--- config.mk ---
export PLATFORM = sky130hd
export DESIGN_NAME = level_meter_peak_average_top_flat
export DESIGN_NICKNAME = d
export VERILOG_FILES = /design/src/rtl/core/lmpa_pkg.sv /design/src/rtl/core/lmpa_if.sv /design/src/rtl/core/lmpa_log.sv /design/src/rtl/core/lmpa_div.sv /design/src/rtl/core/lmpa_cell.sv /design/src/rtl/core/level_meter_peak_average_top.sv /design/src/flat_wrapper.sv
export SDC_FILE = /design/constraint.sdc
export NUM_CORES = 2
export LEC_CHECK = 0
export BUFFER_PORTS_ARGS = -buffer_cell sky130_fd_sc_hd__buf_2
export CAP_MARGIN = 5
export CELL_PAD_IN_SITES_DETAIL_PLACEMENT = 0
export CELL_PAD_IN_SITES_GLOBAL_PLACEMENT = 1
export CORE_ASPECT_RATIO = 2
export CORE_MARGIN = 2
export CORE_UTILIZATION = 51
export DETAILED_ROUTE_END_ITERATION = 6
export PLACE_DENSITY = 0.86
export RECOVER_POWER = 25
export SLEW_MARGIN = 30
export SYNTH_ARGS = -nofsm -noshare
export SYNTH_HDL_FRONTEND = slang
export SYNTH_SLANG_ARGS = --single-unit
--- constraint.sdc ---
create_clock -name clk -period 9.05 [get_ports clk]
set_clock_uncertainty 0.1 [all_clocks]
set_input_delay 1.81 -clock clk [delete_from_list [all_inputs] [get_ports clk]]
set_output_delay 1.81 -clock clk [all_outputs]
set_load 0.02 [all_outputs]
--- src/rtl/core/lmpa_pkg.sv ---
// Shared types and constants of the level meter.
`default_nettype none
package lmpa_pkg;

  localparam int LEVEL_W = 16;
  localparam int DB_W    = 17;
  localparam int PEAK_W  = 16;
  localparam int REG_W   = 4;
  localparam int CFG_IDX_W = 2;

  localparam logic [CFG_IDX_W-1:0] REG_PEAK_WINDOW    = 2'd0;
  localparam logic [CFG_IDX_W-1:0] REG_AVERAGE_WINDOW = 2'd1;
  localparam logic [REG_W-1:0]     REG_WINDOW_RESET   = 4'd10;
  localparam int                   DFLT_WINDOW        = 5;

  localparam logic signed [DB_W-1:0] DB_ZERO_LEVEL = -17'sd46080;
  localparam logic signed [DB_W-1:0] PEAK_FLOOR    = -17'sd25600;

  // log2 datapath
  localparam int MANT_W   = 31;          // Q.30 mantissa in [1,2)
  localparam int SQ_W     = 2 * MANT_W;
  localparam int FRAC_W   = 16;
  localparam int EXP_W    = 4;
  localparam int A_W      = 21;          // 16.0 - log2 in Q.16, up to 2^20
  localparam int PROD_W   = 40;
  localparam int RND_SHIFT = 24;
  localparam int DBMAG_W  = PROD_W - RND_SHIFT;
  localparam logic [18:0] DB_PER_OCTAVE_Q16 = 19'd394566;

  // divider
  localparam int DIV_CNT_W = 5;
  localparam logic [DIV_CNT_W-1:0] DIV_LAST_STEP = 5'(DB_W - 1);

  typedef enum logic [2:0] {
    ST_IDLE,
    ST_LOG,
    ST_SHIFT,
    ST_WAIT,
    ST_FINISH,
    ST_REFILL
  } lmpa_state_t;

  typedef enum logic [1:0] {
    LG_IDLE,
    LG_SQUARE,
    LG_SCALE,
    LG_ROUND
  } lmpa_log_state_t;

  typedef struct packed {
    logic                   peak_shift;
    logic                   peak_fill;
    logic                   avg_shift;
    logic                   avg_fill;
    logic signed [DB_W-1:0] peak_data;
    logic signed [DB_W-1:0] avg_data;
  } lmpa_cell_cmd_t;

endpackage
`default_nettype wire

--- src/rtl/core/lmpa_if.sv ---
// Sample and result channel interfaces of the level meter.
`default_nettype none
interface lmpa_in_if;
  logic                              valid;
  logic                              ready;
  logic [lmpa_pkg::LEVEL_W-1:0]      level;

  modport source (output valid, output level, input ready);
  modport sink   (input valid, input level, output ready);
endinterface

interface lmpa_out_if;
  logic                              valid;
  logic                              ready;
  logic signed [lmpa_pkg::DB_W-1:0]  average_db;
  logic signed [lmpa_pkg::PEAK_W-1:0] peak_db;

  modport source (output valid, output average_db, output peak_db, input ready);
  modport sink   (input valid, input average_db, input peak_db, output ready);
endinterface
`default_nettype wire

--- src/rtl/core/lmpa_log.sv ---
// Linear level to Q.8 dB converter: log2 by repeated squaring, then scaling.
`default_nettype none
module lmpa_log (
  input  wire logic                                clk,
  input  wire logic                                rst,
  input  wire logic                                start,
  input  wire logic [lmpa_pkg::LEVEL_W-1:0]        level,
  output logic                                     busy,
  output logic                                     done,
  output logic signed [lmpa_pkg::DB_W-1:0]         db
);

  lmpa_pkg::lmpa_log_state_t state, state_next;

  logic [lmpa_pkg::MANT_W-1:0]  m;
  logic [lmpa_pkg::FRAC_W-1:0]  frac;
  logic [lmpa_pkg::EXP_W-1:0]   expo;
  logic                         zero;
  logic [3:0]                   cnt;
  logic [lmpa_pkg::PROD_W-1:0]  scaled;

  logic [lmpa_pkg::EXP_W-1:0]   msb;
  logic [4:0]                   shamt;
  logic [lmpa_pkg::MANT_W-1:0]  m_init;
  logic [lmpa_pkg::SQ_W-1:0]    sq_full;
  logic [lmpa_pkg::MANT_W:0]    sq;
  logic [lmpa_pkg::A_W-1:0]     a_val;
  logic [lmpa_pkg::PROD_W-1:0]  scale_prod;
  logic [lmpa_pkg::PROD_W-1:0]  rnd;
  logic [lmpa_pkg::DBMAG_W-1:0] mag;

  // leading one; a zero sample leaves msb at 0 and is patched at the end
  always_comb begin
    msb = '0;
    for (int i = 0; i < lmpa_pkg::LEVEL_W; i++) begin
      if (level[i]) msb = lmpa_pkg::EXP_W'(i);
    end
  end

  assign shamt  = 5'd30 - 5'(msb);
  assign m_init = {15'b0, level} << shamt;

  assign sq_full    = lmpa_pkg::SQ_W'(m) * lmpa_pkg::SQ_W'(m);
  assign sq         = sq_full[lmpa_pkg::SQ_W-1:30];
  assign a_val      = 21'h100000 - {1'b0, expo, frac};
  assign scale_prod = lmpa_pkg::PROD_W'(a_val) * lmpa_pkg::PROD_W'(lmpa_pkg::DB_PER_OCTAVE_Q16);
  assign rnd        = scaled + (lmpa_pkg::PROD_W'(1) << (lmpa_pkg::RND_SHIFT - 1));
  assign mag        = rnd[lmpa_pkg::PROD_W-1:lmpa_pkg::RND_SHIFT];

  always_ff @(posedge clk) begin
    if (rst) begin
      state <= lmpa_pkg::LG_IDLE;
    end else begin
      state <= state_next;
    end
  end

  always_comb begin
    state_next = state;
    unique case (state)
      lmpa_pkg::LG_IDLE:   if (start) state_next = lmpa_pkg::LG_SQUARE;
      lmpa_pkg::LG_SQUARE: if (cnt == 4'd0) state_next = lmpa_pkg::LG_SCALE;
      lmpa_pkg::LG_SCALE:  state_next = lmpa_pkg::LG_ROUND;
      lmpa_pkg::LG_ROUND:  state_next = lmpa_pkg::LG_IDLE;
      default:             state_next = lmpa_pkg::LG_IDLE;
    endcase
  end

  assign busy = (state != lmpa_pkg::LG_IDLE);

  always_ff @(posedge clk) begin
    if (rst) begin
      done <= 1'b0;
    end else begin
      done <= (state == lmpa_pkg::LG_ROUND);
    end
  end

  always_ff @(posedge clk) begin
    case (state)
      lmpa_pkg::LG_IDLE: begin
        if (start) begin
          m    <= m_init;
          expo <= msb;
          zero <= (level == '0);
          frac <= '0;
          cnt  <= 4'd15;
        end
      end
      lmpa_pkg::LG_SQUARE: begin
        // square overflowing 2.0 yields a one bit and renormalises
        if (sq[lmpa_pkg::MANT_W]) begin
          m <= sq[lmpa_pkg::MANT_W:1];
        end else begin
          m <= sq[lmpa_pkg::MANT_W-1:0];
        end
        frac <= {frac[lmpa_pkg::FRAC_W-2:0], sq[lmpa_pkg::MANT_W]};
        cnt  <= cnt - 4'd1;
      end
      lmpa_pkg::LG_SCALE: begin
        scaled <= scale_prod;
      end
      lmpa_pkg::LG_ROUND: begin
        db <= zero ? lmpa_pkg::DB_ZERO_LEVEL : -$signed({1'b0, mag});
      end
      default: ;
    endcase
  end

endmodule
`default_nettype wire

--- src/rtl/core/lmpa_div.sv ---
// Bit-serial signed divider by a small window length, truncating toward zero.
`default_nettype none
module lmpa_div #(
  parameter int D_W = 4
) (
  input  wire logic                               clk,
  input  wire logic                               rst,
  input  wire logic                               start,
  input  wire logic signed [lmpa_pkg::DB_W-1:0]   dividend,
  input  wire logic [D_W-1:0]                     divisor,
  output logic                                    busy,
  output logic signed [lmpa_pkg::DB_W-1:0]        quotient
);

  logic [lmpa_pkg::DB_W-1:0]      mag;
  logic [D_W-1:0]                 rem;
  logic [D_W-1:0]                 dq;
  logic                           neg;
  logic [lmpa_pkg::DIV_CNT_W-1:0] cnt;

  logic [D_W:0] trial;
  logic [D_W:0] diff;
  logic         ge;

  assign trial = {rem, mag[lmpa_pkg::DB_W-1]};
  assign ge    = (trial >= {1'b0, dq});
  assign diff  = trial - {1'b0, dq};

  always_ff @(posedge clk) begin
    if (rst) begin
      busy <= 1'b0;
    end else if (start) begin
      busy <= 1'b1;
    end else if (busy && cnt == '0) begin
      busy <= 1'b0;
    end
  end

  always_ff @(posedge clk) begin
    if (start) begin
      neg <= dividend[lmpa_pkg::DB_W-1];
      mag <= dividend[lmpa_pkg::DB_W-1] ? lmpa_pkg::DB_W'(-dividend)
                                          : lmpa_pkg::DB_W'(dividend);
      rem <= '0;
      dq  <= divisor;
      cnt <= lmpa_pkg::DIV_LAST_STEP;
    end else if (busy) begin
      // quotient bits shift in where dividend bits leave
      rem <= ge ? diff[D_W-1:0] : trial[D_W-1:0];
      mag <= {mag[lmpa_pkg::DB_W-2:0], ge};
      cnt <= cnt - 1'b1;
    end
  end

  assign quotient = neg ? -$signed(mag) : $signed(mag);

endmodule
`default_nettype wire

--- src/rtl/core/lmpa_cell.sv ---
// One window slot: peak and average history entries plus one stage of the max chain.
`default_nettype none
module lmpa_cell #(
  parameter int N_W = 4,
  parameter int POS = 0
) (
  input  wire logic                               clk,
  input  wire logic                               rst,
  input  wire lmpa_pkg::lmpa_cell_cmd_t           cmd,
  input  wire logic [N_W-1:0]                     peak_n,
  input  wire logic [N_W-1:0]                     avg_n,
  input  wire logic signed [lmpa_pkg::DB_W-1:0]   peak_up,
  input  wire logic signed [lmpa_pkg::DB_W-1:0]   avg_up,
  input  wire logic signed [lmpa_pkg::DB_W-1:0]   max_up,
  output logic signed [lmpa_pkg::DB_W-1:0]        peak,
  output logic signed [lmpa_pkg::DB_W-1:0]        avg,
  output logic signed [lmpa_pkg::DB_W-1:0]        max_out
);

  localparam logic [N_W-1:0] HERE = N_W'(POS);
  localparam logic [N_W-1:0] NEXT = N_W'(POS + 1);

  logic p_in, p_mid, p_last;
  logic a_in, a_mid, a_last;

  assign p_in   = (HERE < peak_n);
  assign p_mid  = (NEXT < peak_n);
  assign p_last = (NEXT == peak_n);
  assign a_in   = (HERE < avg_n);
  assign a_mid  = (NEXT < avg_n);
  assign a_last = (NEXT == avg_n);

  always_ff @(posedge clk) begin
    if (rst) begin
      peak    <= '0;
      avg     <= '0;
      max_out <= lmpa_pkg::PEAK_FLOOR;
    end else begin
      if (cmd.peak_fill && p_in) begin
        peak <= cmd.peak_data;
      end else if (cmd.peak_shift) begin
        if (p_mid) begin
          peak <= peak_up;
        end else if (p_last) begin
          peak <= cmd.peak_data;
        end
      end

      if (cmd.avg_fill && a_in) begin
        avg <= cmd.avg_data;
      end else if (cmd.avg_shift) begin
        if (a_mid) begin
          avg <= avg_up;
        end else if (a_last) begin
          avg <= cmd.avg_data;
        end
      end

      // slots outside the window drop out of the max
      max_out <= (p_in && peak > max_up) ? peak : max_up;
    end
  end

endmodule
`default_nettype wire

--- src/rtl/core/level_meter_peak_average_top.sv ---
// Level meter top level: sequencer, window cells, dB converter and divider.
//
// Each level word is converted to dB in signed Q.8 (20*log10(level/65536), a
// zero word reads as -180 dB) and pushed into a peak-hold window and a moving
// average window, each held in a row of WINDOW_DEPTH cells. Every word gives
// one result word: the running average and the window peak, floored at
// -100 dB. For each word the log2 runs as 16 squarings on one 31x31
// multiplier, the per-entry share dB/n comes from a one-bit-per-cycle
// divider, and the window maximum ripples down the cell chain one cell per
// cycle. Items are taken one at a time; a new word is accepted while the
// previous result still waits at the output register. Window lengths of 0
// or above WINDOW_DEPTH act as 5 (or WINDOW_DEPTH if smaller). Writing
// peak_window refills that window from the current peak in the next cycle;
// writing average_window in the idle state, with no word taken in that
// cycle, refills it with running_sum/n; no word is accepted until it is done.
`default_nettype none
module level_meter_peak_average_top #(
  parameter int WINDOW_DEPTH = 10
) (
  input  wire logic                                 clk,
  input  wire logic                                 rst,
  lmpa_in_if.sink                                   samples,
  lmpa_out_if.source                                levels,
  input  wire logic                                 cfg_write,
  input  wire logic [lmpa_pkg::CFG_IDX_W-1:0]       cfg_index,
  input  wire logic [lmpa_pkg::REG_W-1:0]           cfg_data
);

  localparam int DB_W  = lmpa_pkg::DB_W;
  localparam int N_W   = $clog2(WINDOW_DEPTH + 1);
  localparam int CMP_W = (N_W > lmpa_pkg::REG_W) ? N_W : lmpa_pkg::REG_W;
  localparam int DFLT  = (WINDOW_DEPTH < lmpa_pkg::DFLT_WINDOW) ? WINDOW_DEPTH
                                                                 : lmpa_pkg::DFLT_WINDOW;

  function automatic logic [N_W-1:0] eff_window(input logic [lmpa_pkg::REG_W-1:0] raw);
    logic [CMP_W-1:0] r;
    r = CMP_W'(raw);
    if (r >= CMP_W'(1) && r <= CMP_W'(WINDOW_DEPTH)) begin
      return N_W'(r);
    end
    return N_W'(DFLT);
  endfunction

  lmpa_pkg::lmpa_state_t   state, state_next;
  lmpa_pkg::lmpa_cell_cmd_t cmd;

  logic [lmpa_pkg::REG_W-1:0]      peak_window;
  logic [lmpa_pkg::REG_W-1:0]      average_window;
  logic signed [lmpa_pkg::PEAK_W-1:0] peak_level;
  logic signed [DB_W-1:0]          running_sum;
  logic signed [DB_W-1:0]          running_sum_next;
  logic [N_W-1:0]                  cnt;
  logic                            pfill_pend;

  logic                            out_valid;
  logic signed [DB_W-1:0]          out_avg;
  logic signed [lmpa_pkg::PEAK_W-1:0] out_peak;
  logic                            out_free;

  logic [N_W-1:0]                  peak_n, avg_n;
  logic                            accept;
  logic                            peak_cfg, avg_cfg;
  logic                            finish;

  logic                            log_start, log_busy, log_done;
  logic signed [DB_W-1:0]          log_db;

  logic                            div_start, div_busy;
  logic signed [DB_W-1:0]          div_num, div_q;
  logic [N_W-1:0]                  div_den;

  logic signed [DB_W-1:0]          peak_h  [WINDOW_DEPTH];
  logic signed [DB_W-1:0]          avg_h   [WINDOW_DEPTH];
  logic signed [DB_W-1:0]          peak_up [WINDOW_DEPTH];
  logic signed [DB_W-1:0]          avg_up  [WINDOW_DEPTH];
  logic signed [DB_W-1:0]          max_c   [WINDOW_DEPTH+1];

  assign peak_n = eff_window(peak_window);
  assign avg_n  = eff_window(average_window);

  always_comb begin
    peak_cfg = 1'b0;
    avg_cfg  = 1'b0;
    if (cfg_write) begin
      unique case (cfg_index)
        lmpa_pkg::REG_PEAK_WINDOW:    peak_cfg = 1'b1;
        lmpa_pkg::REG_AVERAGE_WINDOW: avg_cfg  = 1'b1;
        default: ;
      endcase
    end
  end

  assign samples.ready = (state == lmpa_pkg::ST_IDLE) && !pfill_pend;
  assign accept        = samples.valid && samples.ready;
  assign out_free      = !out_valid || levels.ready;

  assign levels.valid      = out_valid;
  assign levels.average_db = out_avg;
  assign levels.peak_db    = out_peak;

  always_ff @(posedge clk) begin
    if (rst) begin
      state <= lmpa_pkg::ST_IDLE;
    end else begin
      state <= state_next;
    end
  end

  always_comb begin
    state_next    = state;
    cmd           = '0;
    cmd.peak_data = log_db;
    cmd.avg_data  = div_q;
    log_start     = 1'b0;
    div_start     = 1'b0;
    div_num       = log_db;
    div_den       = avg_n;
    finish        = 1'b0;

    if (avg_cfg) begin
      div_start = 1'b1;
      div_num   = running_sum;
      div_den   = eff_window(cfg_data);
    end

    unique case (state)
      lmpa_pkg::ST_IDLE: begin
        if (accept) begin
          log_start  = 1'b1;
          state_next = lmpa_pkg::ST_LOG;
        end else if (avg_cfg) begin
          state_next = lmpa_pkg::ST_REFILL;
        end
      end
      lmpa_pkg::ST_LOG: begin
        if (log_done) state_next = lmpa_pkg::ST_SHIFT;
      end
      lmpa_pkg::ST_SHIFT: begin
        cmd.peak_shift = 1'b1;
        div_start      = 1'b1;
        state_next     = lmpa_pkg::ST_WAIT;
      end
      lmpa_pkg::ST_WAIT: begin
        // wait until the max chain has settled after the shift and the divider is done
        if (cnt == N_W'(WINDOW_DEPTH) && !div_busy) state_next = lmpa_pkg::ST_FINISH;
      end
      lmpa_pkg::ST_FINISH: begin
        if (out_free) begin
          cmd.avg_shift = 1'b1;
          finish        = 1'b1;
          state_next    = lmpa_pkg::ST_IDLE;
        end
      end
      lmpa_pkg::ST_REFILL: begin
        if (!div_busy && !avg_cfg) begin
          cmd.avg_fill = 1'b1;
          state_next   = lmpa_pkg::ST_IDLE;
        end
      end
      default: state_next = lmpa_pkg::ST_IDLE;
    endcase

    if (pfill_pend) begin
      cmd.peak_fill = 1'b1;
      cmd.peak_data = DB_W'(peak_level);
    end
  end

  assign running_sum_next = running_sum - avg_h[0] + div_q;

  always_ff @(posedge clk) begin
    if (rst) begin
      peak_window    <= lmpa_pkg::REG_WINDOW_RESET;
      average_window <= lmpa_pkg::REG_WINDOW_RESET;
      peak_level     <= '0;
      running_sum    <= '0;
      pfill_pend     <= 1'b0;
      out_valid      <= 1'b0;
      cnt            <= '0;
    end else begin
      if (peak_cfg) peak_window <= cfg_data;
      if (avg_cfg)  average_window <= cfg_data;
      pfill_pend <= peak_cfg;

      if (state == lmpa_pkg::ST_SHIFT) begin
        cnt <= '0;
      end else if (cnt != N_W'(WINDOW_DEPTH)) begin
        cnt <= cnt + 1'b1;
      end

      if (finish) begin
        running_sum <= running_sum_next;
        peak_level  <= lmpa_pkg::PEAK_W'(max_c[0]);
        out_valid   <= 1'b1;
      end else if (levels.ready) begin
        out_valid <= 1'b0;
      end
    end
  end

  always_ff @(posedge clk) begin
    if (finish) begin
      out_avg  <= running_sum_next;
      out_peak <= lmpa_pkg::PEAK_W'(max_c[0]);
    end
  end

  lmpa_log u_log (
    .clk   (clk),
    .rst   (rst),
    .start (log_start),
    .level (samples.level),
    .busy  (log_busy),
    .done  (log_done),
    .db    (log_db)
  );

  lmpa_div #(.D_W(N_W)) u_div (
    .clk      (clk),
    .rst      (rst),
    .start    (div_start),
    .dividend (div_num),
    .divisor  (div_den),
    .busy     (div_busy),
    .quotient (div_q)
  );

  assign max_c[WINDOW_DEPTH] = lmpa_pkg::PEAK_FLOOR;

  for (genvar i = 0; i < WINDOW_DEPTH; i++) begin : g_cell
    if (i == WINDOW_DEPTH - 1) begin : g_end
      assign peak_up[i] = '0;
      assign avg_up[i]  = '0;
    end else begin : g_link
      assign peak_up[i] = peak_h[i+1];
      assign avg_up[i]  = avg_h[i+1];
    end

    lmpa_cell #(.N_W(N_W), .POS(i)) u_cell (
      .clk     (clk),
      .rst     (rst),
      .cmd     (cmd),
      .peak_n  (peak_n),
      .avg_n   (avg_n),
      .peak_up (peak_up[i]),
      .avg_up  (avg_up[i]),
      .max_up  (max_c[i+1]),
      .peak    (peak_h[i]),
      .avg     (avg_h[i]),
      .max_out (max_c[i])
    );
  end

  a_finish_div_done: assert property (@(posedge clk) disable iff (rst)
    (state == lmpa_pkg::ST_FINISH) |-> !div_busy)
    else $error("result taken before the divider finished");

  a_accept_log_idle: assert property (@(posedge clk) disable iff (rst)
    (samples.valid && samples.ready) |-> !log_busy)
    else $error("word accepted while the dB converter is busy");

  a_shift_clean: assert property (@(posedge clk) disable iff (rst)
    (state == lmpa_pkg::ST_SHIFT) |-> (!pfill_pend && !div_busy))
    else $error("window shift overlaps a refill");

  a_finish_loads: assert property (@(posedge clk) disable iff (rst)
    (state == lmpa_pkg::ST_FINISH && out_free) |=> (out_valid && state == lmpa_pkg::ST_IDLE))
    else $error("finished word not loaded into the output register");

endmodule
`default_nettype wire
--- src/flat_wrapper.sv ---
// flat-port wrapper written by rule: the top's interface ports become plain ports
module level_meter_peak_average_top_flat 
#(
  parameter int WINDOW_DEPTH = 10
)
  (clk, rst, cfg_write, cfg_index, cfg_data, samples_valid, samples_level, samples_ready, levels_valid, levels_average_db, levels_peak_db, levels_ready);
  lmpa_in_if samples_i ();
  lmpa_out_if levels_i ();
  input  wire logic clk;
  input  wire logic rst;
  input  wire logic cfg_write;
  input  wire logic [lmpa_pkg::CFG_IDX_W-1:0] cfg_index;
  input  wire logic [lmpa_pkg::REG_W-1:0] cfg_data;
  input wire logic [$bits(samples_i.valid)-1:0] samples_valid;
  input wire logic [$bits(samples_i.level)-1:0] samples_level;
  output wire logic [$bits(samples_i.ready)-1:0] samples_ready;
  output wire logic [$bits(levels_i.valid)-1:0] levels_valid;
  output wire logic [$bits(levels_i.average_db)-1:0] levels_average_db;
  output wire logic [$bits(levels_i.peak_db)-1:0] levels_peak_db;
  input wire logic [$bits(levels_i.ready)-1:0] levels_ready;
  assign samples_i.valid = samples_valid;
  assign samples_i.level = samples_level;
  assign samples_ready = samples_i.ready;
  assign levels_valid = levels_i.valid;
  assign levels_average_db = levels_i.average_db;
  assign levels_peak_db = levels_i.peak_db;
  assign levels_i.ready = levels_ready;
  level_meter_peak_average_top #(.WINDOW_DEPTH(WINDOW_DEPTH)) u_core (.clk(clk), .rst(rst), .samples(samples_i), .levels(levels_i), .cfg_write(cfg_write), .cfg_index(cfg_index), .cfg_data(cfg_data));
endmodule
==> key figures <==
Outcome
  • Status: finished with violations
  • Failing checks: max-capacitance violations, max-slew violations

Timing
  • Setup-failing EPs final: 0
  • Max-slew headroom: -0.605
  • Post-layout minimum cycle time: 8850 ps
  • Fin crit share: 0.978
  • RSZ-0062 raised after global routing: no
  • Fin. max-slew vios: 187
  • Actual slew at the worst max-slew pin: 2390 ps
  • Final hold violations: 0
  • Post-route setup TNS: 0 ps
  • Max Clock Freq: 0.113 GHz
  • Worst hold margin: 338 ps

Place
  • Number of port buffers: 61
  • GPL Wtd Cong: 0.998
  • Post-DP HPWL: 159 mm

Synthesis
  • Synthesized area: 68000 um^2
  • Synth area leaders: fa_1 (25%), dfxtp_1 (17%), ha_1 (11%), inv_1 (7.2%), edfxtp_1 (6.4%)
  • Most common library cells after synthesis: inv_1 (1299), fa_1 (835), nor2_1 (818)
  • Count leader, synth: inv_1
  • Main combinational cell family by area after synthesis: adder cells
  • Asr flop ratio synth: 0
  • Syn_area_per_cell: 8.90 um^2
  • Post-synthesis simple-gate area fraction: 0.135
  • Yosys top cell by area: fa_1
  • Post-synthesis xor/xnor area fraction: 0.0234
  • Post-Synth Adder-Cell Area: 0.361
  • Post-synth EDFFs: 145
  • Mapped Cells: 7637
  • Share of the synthesized area in the top cell type: 0.246
  • Register area share after synthesis: 0.232
  • Synth Flop Type: dfxtp_1
  • Mux contribution to synthesized area: 0.0311
  • Yosys warns: 0
  • FF+latch count, synth: 717
  • Compound-gate portion of the synthesized area: 0.123
  • Syn_nets: 9123
  • Post-synth cell types: 78

Global routing
  • Largest net degree at the start of global routing: 151
  • Grt ovf: 0
  • First-pass GRT wire length: 312 mm
  • Initial antenna violation count: 1
  • GR Util All Layers: 0.302
  • Vias in the first global route: 57000

Routing
  • Antenna-violating nets left: 0
  • Initial DRC Count: 2778
  • Vias per cell: 5.72
  • Remaining DRCs: 0
  • Via count: 53200
  • Post-Route WL: 202 mm
  • Drt wl/cell: 21.7 um
  • TritonRoute pass-1 iters: 5

Setup path
  • CP arrival: 9160 ps
  • CP endpoint kind: flip-flop
  • Startpoint Class: flip-flop
  • Setup CP Type: reg2reg
  • Worst Path Max Fanout: 17
  • CP Data Required Time: 9360 ps

Floorplan
  • Site Rows: 189
  • Core Area: 132000 um^2
  • Die area: 136000 um^2
  • Initial Util: 0.513
  • I/O pins: 62
  • DIE HEIGHT: 520 um
  • Die width: 262 um

Final layout
  • Fraction of layout cells with a size suffix above 1: 0.0535
  • Area growth syn-to-layout: 7.44%
  • Nets: 8997

Min path
  • Worst hold path class: reg2reg

Clocking
  • CTS Sinks: 717
  • Hold buffer count at cts: 0
  • Number of buffers created by CTS: 68
  • CTS tree: built
  • Skew-Pair Late Insertion Delay: 710 ps
  • Reg clk slew, reported paths: 70 ps
  • Max clock buf depth: 3
  • Clock Tree Root: clkbuf_16
  • H-tree Lvls: 3

Job
  • Max Cap Violations: 6
[cell usage in the layout (no fill, tap or decap), drive strengths merged, types with 74 or more instances in the layout]
| master | n |
|---|---|
| edfxtp | 145 |
| inv | 1308 |
| a21oi | 491 |
| a211oi | 304 |
| and2 | 226 |
| a21o | 74 |
| nand2 | 673 |
| o211ai | 93 |
| o21ai | 126 |
| ha | 624 |
| fa | 835 |
| dfxtp | 572 |
| clkbuf | 100 |
| xor2 | 92 |
| nor2 | 818 |
| mux2i | 199 |
| xnor2 | 87 |
| buf | 188 |
[worst paths after layout]
check | slack, ps | end | cells past startpoint | startpoint
worst max-delay path | 200 | u_core.u_log.m[18] | 25 | u_core.u_log.m[30]
worst min-delay path | 340 | u_core.g_cell[4].u_cell.max_out[1] | 2 | u_core.g_cell[5].u_cell.max_out[1]
worst min register to register | 340 | u_core.g_cell[4].u_cell.max_out[1] | 2 | u_core.g_cell[5].u_cell.max_out[1]
worst max register to register | 200 | u_core.u_log.m[18] | 25 | u_core.u_log.m[30]
[layer usage]
| metal | vias to the layer above | part of all wire | wire length (um) | GRT usage |
|---|---|---|---|---|
| met2 | 1590 | 0.55 | 111000 | 0.577 |
| met3 | 939 | 0.038 | 7720 | 0.0372 |
| met5 | - | 0 | 0 | 0 |
| met1 | 26100 | 0.30 | 61400 | 0.267 |
| met4 | 0 | 0.11 | 22000 | 0.274 |
| li1 | 24500 | - | - | - |
[stage by stage]
stage | setup WS [ps] | instances | util | instance area [um^2]
4_1_cts | 114 | 9274 | 0.551 | 72900
3_5_place_dp | 146 | 9148 | 0.532 | 70500
5_1_grt | 30.1 | 9287 | 0.552 | 73000
3_3_place_gp | 256 | 9148 | 0.531 | 70400
2_1_floorplan | 929 | 7637 | - | 68000
6_report | 202 | 9287 | 0.552 | 73000
[cells by family after synthesis]
group                      count (synthesis)
AOI/OAI and AO/OA                       1305
and+or+nand+nor                         2076
adders and majority gates               1459
DFF                                      717
buffers and inverters                   1694
xor gates and xnor gates                 179
muxes                                    207
[sequential cells by signal, indices dropped and copies added (netlist names), 2 cells and up]
register	cells
u_core.g_cell.u_cell.avg	170
u_core.g_cell.u_cell.peak	170
u_core.g_cell.u_cell.max_out	169
u_core.u_log.m	31
u_core.levels.average_db	17
u_core.running_sum	17
u_core.u_div.mag	17
u_core.u_log.db	17
u_core.u_log.scaled	17
u_core.levels.peak_db	16
u_core.peak_level	16
u_core.u_log.frac	16
u_core.u_div.cnt	5
u_core.average_window	4
u_core.cnt	4
u_core.peak_window	4
u_core.u_div.dq	4
u_core.u_div.rem	4
u_core.u_log.cnt	4
u_core.u_log.expo	4
u_core.state	3
u_core.u_log.state	2
[critical path: stages, from the launching register on]
cell	delay (ps)
edfxtp_1	790
buf_4	360
and2_1	400
fa_1	500
fa_1	420
fa_1	580
fa_1	460
fa_1	550
fa_1	460
fa_1	490
inv_1	50
fa_1	470
inv_1	40
ha_1	340
a21oi_1	180
nor2_1	60
a211oi_1	250
o21ai_0	160
a32o_1	290
a311oi_2	350
buf_4	210
o21ai_0	160
a21o_1	240
xnor2_1	340
mux2_2	240
a21oi_1	60
[layout make-up]
type | instances | area [um^2]
Fill cell | 12100 | 59400
Multi-Input combinational cell | 5226 | 46200
Sequential cell | 717 | 15800
Inverter | 1301 | 4890
Tap cell | 1719 | 2150
Clock buffer | 91 | 1920
Timing Repair Buffer | 197 | 1570
Clock inverter | 35 | 515
Antenna cell | 1 | 2.50
[repair_timing]
item	in CTS	in global routing
gates resized for setup	0	3
setup buffers	0	12
endpoints found under the setup margin	0	31
Power is left out: the tool's default activity adds up to more than one toggle a clock period on the data nets, which glitch-free logic cannot reach.
